<file path="src/rtl/core/cqs_pkg.sv">
// Shared types and codes for the circular queue with search.
// Holds the command and status codes, the controller states and the transfer structs.
// No dependencies.
`timescale 1ns / 1ps

package cqs_pkg;

    localparam int WORD_W = 32;
    localparam int OCC_W  = 7;

    localparam logic [1:0] CMD_ADD    = 2'd0;
    localparam logic [1:0] CMD_REMOVE = 2'd1;
    localparam logic [1:0] CMD_SEARCH = 2'd2;

    localparam logic [1:0] STAT_OK    = 2'd0;
    localparam logic [1:0] STAT_FULL  = 2'd1;
    localparam logic [1:0] STAT_EMPTY = 2'd2;

    typedef enum logic [1:0] {
        ST_IDLE,
        ST_REMOVE,
        ST_SEARCH
    } state_t;

    typedef struct packed {
        logic [1:0]               cmd;
        logic signed [WORD_W-1:0] data_in;
    } req_t;

    typedef struct packed {
        logic [1:0]               status;
        logic signed [WORD_W-1:0] data_out;
        logic                     found;
        logic [OCC_W-1:0]         occupancy;
    } rsp_t;

endpackage

</file>
<file path="src/rtl/core/cqs_ram.sv">
// Slot storage for the queue: one write port, one read port, registered read data.
// Depends on cqs_pkg for the word width.
`timescale 1ns / 1ps

module cqs_ram #(
    parameter int DEPTH  = 128,
    parameter int ADDR_W = 7
) (
    input  logic                              clk,
    input  logic                              wr_en,
    input  logic [ADDR_W-1:0]                 wr_addr,
    input  logic signed [cqs_pkg::WORD_W-1:0] wr_data,
    input  logic                              rd_en,
    input  logic [ADDR_W-1:0]                 rd_addr,
    output logic signed [cqs_pkg::WORD_W-1:0] rd_data
);

    logic signed [cqs_pkg::WORD_W-1:0] mem [DEPTH];
    logic signed [cqs_pkg::WORD_W-1:0] rd_data_reg;

    always_ff @(posedge clk)
    begin
        if (wr_en)
        begin
            mem[wr_addr] <= wr_data;
        end
    end

    always_ff @(posedge clk)
    begin
        if (rd_en)
        begin
            rd_data_reg <= mem[rd_addr];
        end
    end

    assign rd_data = rd_data_reg;

endmodule

</file>
<file path="src/rtl/core/circular_queue_with_search.sv">
// Top level of the circular queue with search: pointers, command sequencer, result register.
// Depends on cqs_pkg and cqs_ram.
//
// Channel   Direction  Handshake              Payload
// command   in         start high, busy low   req  (cqs_pkg::req_t)
// result    out        done pulse, one cycle  rsp  (cqs_pkg::rsp_t)
//
// Add, an unused command code, a remove on an empty queue and a search on an empty queue
// keep busy low; the result appears in the next cycle.
// Remove reads the head slot through the slot RAM read port, then gives its result from ST_REMOVE.
// Search pops entries until a match or an empty queue; the RAM read port walks one slot a cycle.
// Reset clears both pointers (empty queue); slot contents are not cleared.
// The receiver cannot stall; each result stays on rsp from the cycle done is high until the next result.
`timescale 1ns / 1ps

module circular_queue_with_search #(
    parameter int DEPTH = 128
) (
    input  logic          clk,
    input  logic          rst_n,
    input  logic          start,
    output logic          busy,
    input  cqs_pkg::req_t req,
    output logic          done,
    output cqs_pkg::rsp_t rsp
);

    localparam int PTR_W = (DEPTH > 1) ? $clog2(DEPTH) : 1;
    localparam int CNT_W = PTR_W + 1;
    localparam int EXT_W = (CNT_W > cqs_pkg::OCC_W) ? CNT_W : cqs_pkg::OCC_W;

    cqs_pkg::state_t state_reg, state_next;

    logic [PTR_W-1:0] head_reg, head_next;
    logic [PTR_W-1:0] tail_reg, tail_next;
    logic [PTR_W-1:0] head_inc, tail_inc;

    logic signed [cqs_pkg::WORD_W-1:0] key_reg, key_next;
    logic signed [cqs_pkg::WORD_W-1:0] rd_data;

    logic          done_reg, done_next;
    cqs_pkg::rsp_t rsp_reg, rsp_next;

    logic [1:0]                        status_next;
    logic signed [cqs_pkg::WORD_W-1:0] data_out_next;
    logic                              found_next;

    logic accept, empty, full, match;
    logic wr_en, rd_en;

    logic [CNT_W-1:0] count;
    logic [EXT_W-1:0] count_ext;

    assign busy   = (state_reg != cqs_pkg::ST_IDLE);
    assign accept = start && !busy;

    assign head_inc = (head_reg == PTR_W'(DEPTH - 1)) ? '0 : head_reg + 1'b1;
    assign tail_inc = (tail_reg == PTR_W'(DEPTH - 1)) ? '0 : tail_reg + 1'b1;
    assign empty    = (head_reg == tail_reg);
    assign full     = (tail_inc == head_reg);
    assign match    = (rd_data == key_reg);

    cqs_ram #(
        .DEPTH  (DEPTH),
        .ADDR_W (PTR_W)
    ) u_ram (
        .clk     (clk),
        .wr_en   (wr_en),
        .wr_addr (tail_reg),
        .wr_data (req.data_in),
        .rd_en   (rd_en),
        .rd_addr (head_reg),
        .rd_data (rd_data)
    );

    always_comb
    begin
        state_next = state_reg;
        unique case (state_reg)
            cqs_pkg::ST_IDLE:
            begin
                if (accept && !empty)
                begin
                    if (req.cmd == cqs_pkg::CMD_REMOVE)
                    begin
                        state_next = cqs_pkg::ST_REMOVE;
                    end
                    else if (req.cmd == cqs_pkg::CMD_SEARCH)
                    begin
                        state_next = cqs_pkg::ST_SEARCH;
                    end
                end
            end
            cqs_pkg::ST_REMOVE:
            begin
                state_next = cqs_pkg::ST_IDLE;
            end
            cqs_pkg::ST_SEARCH:
            begin
                if (match || empty)
                begin
                    state_next = cqs_pkg::ST_IDLE;
                end
            end
            default:
            begin
                state_next = cqs_pkg::ST_IDLE;
            end
        endcase
    end

    always_comb
    begin
        head_next     = head_reg;
        tail_next     = tail_reg;
        key_next      = key_reg;
        wr_en         = 1'b0;
        rd_en         = 1'b0;
        done_next     = 1'b0;
        status_next   = cqs_pkg::STAT_OK;
        data_out_next = '0;
        found_next    = 1'b0;
        unique case (state_reg)
            cqs_pkg::ST_IDLE:
            begin
                if (accept)
                begin
                    unique case (req.cmd)
                        cqs_pkg::CMD_ADD:
                        begin
                            done_next = 1'b1;
                            if (full)
                            begin
                                status_next = cqs_pkg::STAT_FULL;
                            end
                            else
                            begin
                                wr_en     = 1'b1;
                                tail_next = tail_inc;
                            end
                        end
                        cqs_pkg::CMD_REMOVE:
                        begin
                            if (empty)
                            begin
                                done_next   = 1'b1;
                                status_next = cqs_pkg::STAT_EMPTY;
                            end
                            else
                            begin
                                rd_en     = 1'b1;
                                head_next = head_inc;
                            end
                        end
                        cqs_pkg::CMD_SEARCH:
                        begin
                            key_next = req.data_in;
                            if (empty)
                            begin
                                done_next = 1'b1;
                            end
                            else
                            begin
                                rd_en     = 1'b1;
                                head_next = head_inc;
                            end
                        end
                        default:
                        begin
                            done_next = 1'b1;
                        end
                    endcase
                end
            end
            cqs_pkg::ST_REMOVE:
            begin
                done_next     = 1'b1;
                data_out_next = rd_data;
            end
            cqs_pkg::ST_SEARCH:
            begin
                if (match)
                begin
                    done_next  = 1'b1;
                    found_next = 1'b1;
                end
                else if (empty)
                begin
                    done_next = 1'b1;
                end
                else
                begin
                    rd_en     = 1'b1;
                    head_next = head_inc;
                end
            end
            default:
            begin
                done_next = 1'b0;
            end
        endcase
    end

    // occupancy after the command, from the next pointers
    assign count = (tail_next >= head_next)
                 ? CNT_W'({1'b0, tail_next} - {1'b0, head_next})
                 : CNT_W'({1'b0, tail_next} + CNT_W'(DEPTH) - {1'b0, head_next});
    assign count_ext = EXT_W'(count);
    assign rsp_next  = {status_next, data_out_next, found_next,
                        count_ext[cqs_pkg::OCC_W-1:0]};

    always_ff @(posedge clk or negedge rst_n)
    begin
        if (!rst_n)
        begin
            state_reg <= cqs_pkg::ST_IDLE;
            head_reg  <= '0;
            tail_reg  <= '0;
            done_reg  <= 1'b0;
        end
        else
        begin
            state_reg <= state_next;
            head_reg  <= head_next;
            tail_reg  <= tail_next;
            done_reg  <= done_next;
        end
    end

    always_ff @(posedge clk)
    begin
        key_reg <= key_next;
        if (done_next)
        begin
            rsp_reg <= rsp_next;
        end
    end

    assign done = done_reg;
    assign rsp  = rsp_reg;

endmodule

</file>
<file path="config.mk">
export PLATFORM = sky130hd
export DESIGN_NAME = circular_queue_with_search
export DESIGN_NICKNAME = d
export VERILOG_FILES = /design/src/rtl/core/cqs_pkg.sv /design/src/rtl/core/cqs_ram.sv /design/src/rtl/core/circular_queue_with_search.sv
export SDC_FILE = /design/constraint.sdc
export NUM_CORES = 2
export LEC_CHECK = 0
export ABC_AREA = 1
export BUFFER_PORTS_ARGS = -buffer_cell sky130_fd_sc_hd__buf_2
export CAP_MARGIN = 30
export CORE_ASPECT_RATIO = 1.1
export CORE_MARGIN = 4
export CORE_UTILIZATION = 36
export CTS_CLUSTER_DIAMETER = 150
export DETAILED_ROUTE_END_ITERATION = 8
export SETUP_SLACK_MARGIN = 0.05
export SYNTH_ARGS = -nofsm -noshare
export SYNTH_HDL_FRONTEND = slang
export SYNTH_SLANG_ARGS = --single-unit
export TNS_END_PERCENT = 5
</file>
<file path="constraint.sdc">
create_clock -name clk -period 5.69 [get_ports clk]
set_input_delay 1.138 -clock clk [delete_from_list [all_inputs] [get_ports clk]]
set_output_delay 1.138 -clock clk [all_outputs]
set_load 0.1 [all_outputs]
</file>
## Word-level counts from Yosys, hierarchy flattened

Memory sizes are Yosys's and may differ from the RTL's. A register that Yosys moved wholly into a read port is not among the register bits.
Index checks and enable logic that the tools add are counted.

| operators by class | value |
|---|---|
| add/subtract/negate cells | 5 |
| multiply operators | 0 |
| div/mod/pow operators | 0 |
| magnitude comparators | 1 |
| equality and inequality tests | 12 |
| shift operators | 0 |
| multiplexer cells | 37 |
| bitwise gates (word level) | 0 |
| reduce and logical (&&, ||, !) cells | 12 |

Operators by type and width:

| operator | count |
|---|---|
| $mux 7 | 11 |
| $eq 32x32->1 | 1 |
| $add 7x1->7 const B | 3 |
| $mux 1 | 16 |
| $eq 7x7->1 | 2 |
| $eq 7x7->1 const B | 2 |
| $pmux 7 s2 | 1 |
| $sub 7x7->7 | 2 |
| $mux 2 | 5 |
| $pmux 2 s2 | 2 |
| $ge 7x7->1 | 1 |
| $reduce_and 3->1 | 2 |
| $eq 2x1->1 const B | 2 |
| $eq 2x2->1 const B | 2 |
| $logic_not 2->1 | 2 |
| $ne 2x2->1 const B | 2 |
| $ne 3x3->1 const B | 1 |
| $pmux 1 s3 | 1 |
| $logic_and 1x1->1 | 2 |
| $logic_not 1->1 | 2 |
| $pmux 1 s2 | 1 |
| $reduce_and 2->1 | 1 |
| $reduce_bool 2->1 | 1 |
| $reduce_or 2->1 | 1 |
| $logic_or 1x1->1 | 1 |

| storage, ports and cells | value |
|---|---|
| flip-flop bits (word level) | 91 |
| bits in latches | 0 |
| RAM bits | 4,096 |
| ROM bits | 0 |
| input port bits | 37 |
| memories | 1 |

Memory list:

| memory | depth | width | rd ports | clocked after memory_dff | write ports | RTL line | source |
|---|---|---|---|---|---|---|---|
| u_ram.mem | 128 | 32 | 1 | 1 | 1 | cqs_ram.sv:18 | `logic signed [cqs_pkg::WORD_W-1:0] mem [DEPTH];` |

## Logic depth before layout (Yosys ltp)

| logic depth | value |
|---|---|
| depth after elaboration | 10 |
| gate-level depth with buffers | 29 |
| depth with buffers taken out | 29 |

## By module

A second synthesis with hierarchy kept.

| unflattened totals | value |
|---|---|
| cell total of the unflattened synthesis | 13,861 |
| area total of the unflattened synthesis | 169,507.6 µm² |

By module, submodules not included:

| module | instances | cells each | area each (µm²) |
|---|---|---|---|
| cqs_ram | 1 | 13,389 | 164,954.5 |
| circular_queue_with_search | 1 | 472 | 4,553.1 |

## Least setup slack after synthesis

Ideal clock, no wire load.

| timing path | value |
|---|---|
| path type | input to register |
| start | input port req[32] (netlist name) |
| end | register rsp_reg (netlist bit rsp[6]), data pin |
| setup time | 0.252 ns |
| data arrival time | 4.086 ns |
| data required time | 5.438 ns |
| slack | 1.352 ns |
| stages on the path | 18 |
| path through | inv_1 -> ha_1 -> nand3_1 -> nand2_1 -> o21ai_0 -> ha_1 -> inv_1 -> fa_1 -> nand3_1 -> nand2_1 -> a21oi_1 -> inv_1 -> a21oi_1 -> inv_1 -> nand3_1 -> nand2_1 -> nand2_1 -> nand2_1 |

| between the ends | value |
|---|---|
| word-level cells in the longest chain between the ends | 7 |

Ends and longest elaborated chain:

| element | RTL line | source |
|---|---|---|
| from (decl) | circular_queue_with_search.sv:23 | `input cqs_pkg::req_t req,` |
| $eq 2x1->1 / $eq 2x2->1 (equally long branches) | circular_queue_with_search.sv:128 | `unique case (req.cmd)` |
| $reduce_or 2->1 (no line) * | n/a |  |
| $mux 7 * | n/a |  |
| $mux 7 * | circular_queue_with_search.sv:126 | `if (accept)` |
| $pmux 7 s2 * | circular_queue_with_search.sv:123 | `unique case (state_reg)` |
| net head_next[0] | circular_queue_with_search.sv:34 | `logic [PTR_W-1:0] head_reg, head_next;` |
| $sub 7x7->7, or another cell as far along | circular_queue_with_search.sv:207 | `: CNT_W'({1'b0, tail_next} + CNT_W'(DEPTH) - {1'b0, head_next});` |
| $mux 7 * | circular_queue_with_search.sv:206 | `? CNT_W'({1'b0, tail_next} - {1'b0, head_next})` |
| net count[6] | circular_queue_with_search.sv:51 | `logic [CNT_W-1:0] count;` |
| to (signal assigned) | circular_queue_with_search.sv:235 | `rsp_reg <= rsp_next;` |
| to (decl) | circular_queue_with_search.sv:42 | `cqs_pkg::rsp_t rsp_reg, rsp_next;` |

Mark *: on every way through the listed nets, which the timed path passes. The rest lies on a longest branch.
A chain may end at the register's enable or synchronous reset.

## Worst setup path in the final report

| timing path | value |
|---|---|
| start | register head_reg[0] |
| end | memory u_ram.mem[43][13] (netlist name) (enable) |

| between the ends | value |
|---|---|
| word-level cells in the longest chain between the ends | 7 |

Ends and longest elaborated chain:

| element | RTL line | source |
|---|---|---|
| from (decl) | circular_queue_with_search.sv:34 |  |
| from (signal assigned) | circular_queue_with_search.sv:224 | `head_reg <= head_next;` |
| $eq 7x7->1 | circular_queue_with_search.sv:60 | `assign full = (tail_inc == head_reg);` |
| $mux 1 | circular_queue_with_search.sv:132 | `if (full)` |
| $mux 1 | circular_queue_with_search.sv:128 |  |
| $mux 1 | circular_queue_with_search.sv:126 |  |
| $mux 1 | circular_queue_with_search.sv:123 |  |
| $mux 1 | cqs_ram.sv:23 | `if (wr_en)` |
| $mux 1 (implied by the code) | cqs_ram.sv:25 | `mem[wr_addr] <= wr_data;` |
| to (decl) | cqs_ram.sv:18 |  |

No other way between the ends.

==> flow_summary.ini <==
[status]
status = completed

[timing]
rsz0062_at_grt = no
min_period_over_period = 0.792
setup_ws_ns = 1.18
fmax_mhz = 222
tightestPinTransition_ns = 1.33
relSlewSlack = 0.114
fin_skew_ns = 0.0929
setup_violations = 0
tns_ns = 0
slew_viol_final = 0
period_needed_ns = 4.51
finalHoldViolCount = 0

[floorplan]
rows = 261
dieWidth_um = 655
fp.dieH_um = 720
core_area_um2 = 459000
io_pins = 81
die-area_um2 = 472000
initial_core_util = 0.361

[global_route]
grt_pass1_vias = 99500
grt.total_usage = 0.202
grt_max_degree = 196
grt_remaining_overflow = 0
antenna_found_initial = 31
grt_pass1_wl_mm = 708

[route]
drc_errors = 0
drtPass1Iterations = 6
drt_iter0_drc = 14400
via_per_inst = 5.60
drtAntennaViolNets = 0
wirelength_mm = 496
wl_per_cell_um = 26.0
routed-via-count = 107000

[critical_path]
r2r_cells = 13
cp_top_family = simple AND/OR/NAND/NOR gates
crit_fanout = 96
slowest_delay_ns = 0.70
critical-path-slowest-cell = nor2_4
rr_endpoint = u_ram.mem[43][13]
crit_start = head_reg[0]
worstPathCellList = inv_16 > nand2_1 > nand4_1 > nor2_1 > nand3_1 > nor2_1 > nand2_2 > nand2_4 > nor2_4 > nand2_2 > buf_4 > nor2_4 > buf_4
end_kind = flop
r2r_start = head_reg[0]
worst-setup-path-type = flop to flop
worst_ep_arrival_time_ns = 5.20
startpoint_type = flop
path_buf_inv = 3
r2r_slack_ns = 1.18
required_ns = 6.39

[job]
maxCapViolations = 0

[logic_synthesis]
synth_ff_type = edfxtp_1
ys.warnings.count = 0
synthTopCellsByArea = edfxtp_1, o21ai_0, nor2_1, o22ai_1, nand3_1
yosysTopAreaCell = edfxtp_1
syn_nets = 12800
async_flop_share = 0.00403
synthesis.area_um2 = 166000
synth_edf_count = 4202
synth_cells = 12800
synth-seq-area-share = 0.763
synth_top_area_frac = 0.760
synth-seq-cells = 4219
syn_avg_cell_area_um2 = 13.0
ys_types = 33

[placed_design]
gp_congestion = 0.910
io_buffers = 80
dp_hpwl_mm = 271
pre_cts_slack_ns = 0.985

[clocking]
clockRootBuffer = clkbuf_16
htreeDepth = 5
clock-sinks = 4219
post_cts_resized = 0
cts_max_path_buffers = 4
worstSkewPairLatency_ns = 1.00
path_clk_slew_ns = 0.06
postCtsSetupBuffers = 0
cts_tree = done
cts_hold_buf = 0
cts_made_buffers = 409

[finish]
syn_to_final_growth_pct = 13.1
drive_gt1_frac = 0.0873
largest_register_ffs = 4096
final_nets = 12800
nFillCells = 42200

[power]
vdd_drop_max_mv = 0.515
p_leak_nw = 59.8
p_per_area_nw_per_um2 = 493

[min_path]
hold_class = input port to asynchronous set/reset pin
worst max path at each step:
stage,end,cells past startpoint
CTS,u_ram.mem[43][13],13
global placement,u_ram.mem[43][4],11
finish,u_ram.mem[43][13],13
detailed placement,u_ram.mem[43][0],11
global route,u_ram.mem[43][13],15
floorplan,rsp[6],18
layer usage:
layer | wire, µm | global-route usage | part of all wire
met5 | 78 | 0 | 0.00016
met4 | 21800 | 0.0795 | 0.044
met3 | 50800 | 0.0392 | 0.10
met2 | 224000 | 0.310 | 0.45
met1 | 200000 | 0.283 | 0.40
report_power, final:
| part | leakage [nW] | internal, W | switching (W) |
|---|---|---|---|
| Combinational | 15.5 | 0.00771 | 0.0231 |
| Clock | 6.31 | 0.0151 | 0.0116 |
| Sequential | 38.0 | 0.0347 | 0.000426 |
per-stage QoR:
step / hold WS [ns] / power, W / cell area (µm²) / std cells / utilization
finish: 0.122 / 0.0925 / 188000 / 19100 / 0.409
floorplan: 0.558 / 0.0544 / 166000 / 12800 / -
detailed placement: 0.626 / 0.0661 / 175000 / 18300 / 0.380
global placement: 0.632 / 0.0659 / 174000 / 18300 / 0.380
CTS: 0.0432 / 0.0925 / 188000 / 19100 / 0.408
global route: 0.124 / 0.0966 / 188000 / 19100 / 0.409
logic make-up (layout without fill, tap and decap cells):
| family | after synthesis | after routing | synth area share |
|---|---|---|---|
| fa+ha+maj | 12 | 12 | 0.000950 |
| compound gates | 3093 | 3093 | 0.101 |
| xor+xnor | 33 | 33 | 0.00174 |
| other cells | 0 | 12 | 0 |
| flops | 4219 | 4219 | 0.763 |
| simple gates | 4437 | 4437 | 0.108 |
| buf+inv | 1004 | 1248 | 0.0249 |
cell usage in the layout, fill, tap and decap left out, drive strengths merged:
cell,n
a22oi,1
diode,12
bufinv,38
clkbuf,502
inv,95
clkinv,181
nand4,2
nor3,6
nand2,1189
a21oi,9
o22ai,1024
nand3,990
clkinvlp,8
edfxtp,4202
buf,424
o31ai,1
dfrtp,17
xnor2,24
o211ai,1
ha,11
xor2,9
fa,1
o21ai,2057
nor2,2250
cell usage after synthesis (11+ instances only):
library cell / count
inv_1: 75
o22ai_1: 1024
o21ai_0: 2055
nor2_1: 2236
xnor2_1: 24
nand2_1: 1178
buf_2: 236
nor2_2: 12
ha_1: 11
dfrtp_1: 17
nand3_1: 988
buf_1: 57
edfxtp_1: 4202
clkbuf_1: 613
area by class of cell:
type | instances | area [µm²] | area share
repair buffers | 424 | 3930 | 0.0209
diodes | 12 | 30.0 | 0.000160
clock inverters | 237 | 2220 | 0.0118
flip-flops and latches | 4219 | 127000 | 0.675
multi-input cells | 7575 | 36200 | 0.193
clock buffers | 502 | 10700 | 0.0571
inverters | 85 | 364 | 0.00194
well taps | 6049 | 7570 | 0.0403
Power figures use the tool's default switching activity.
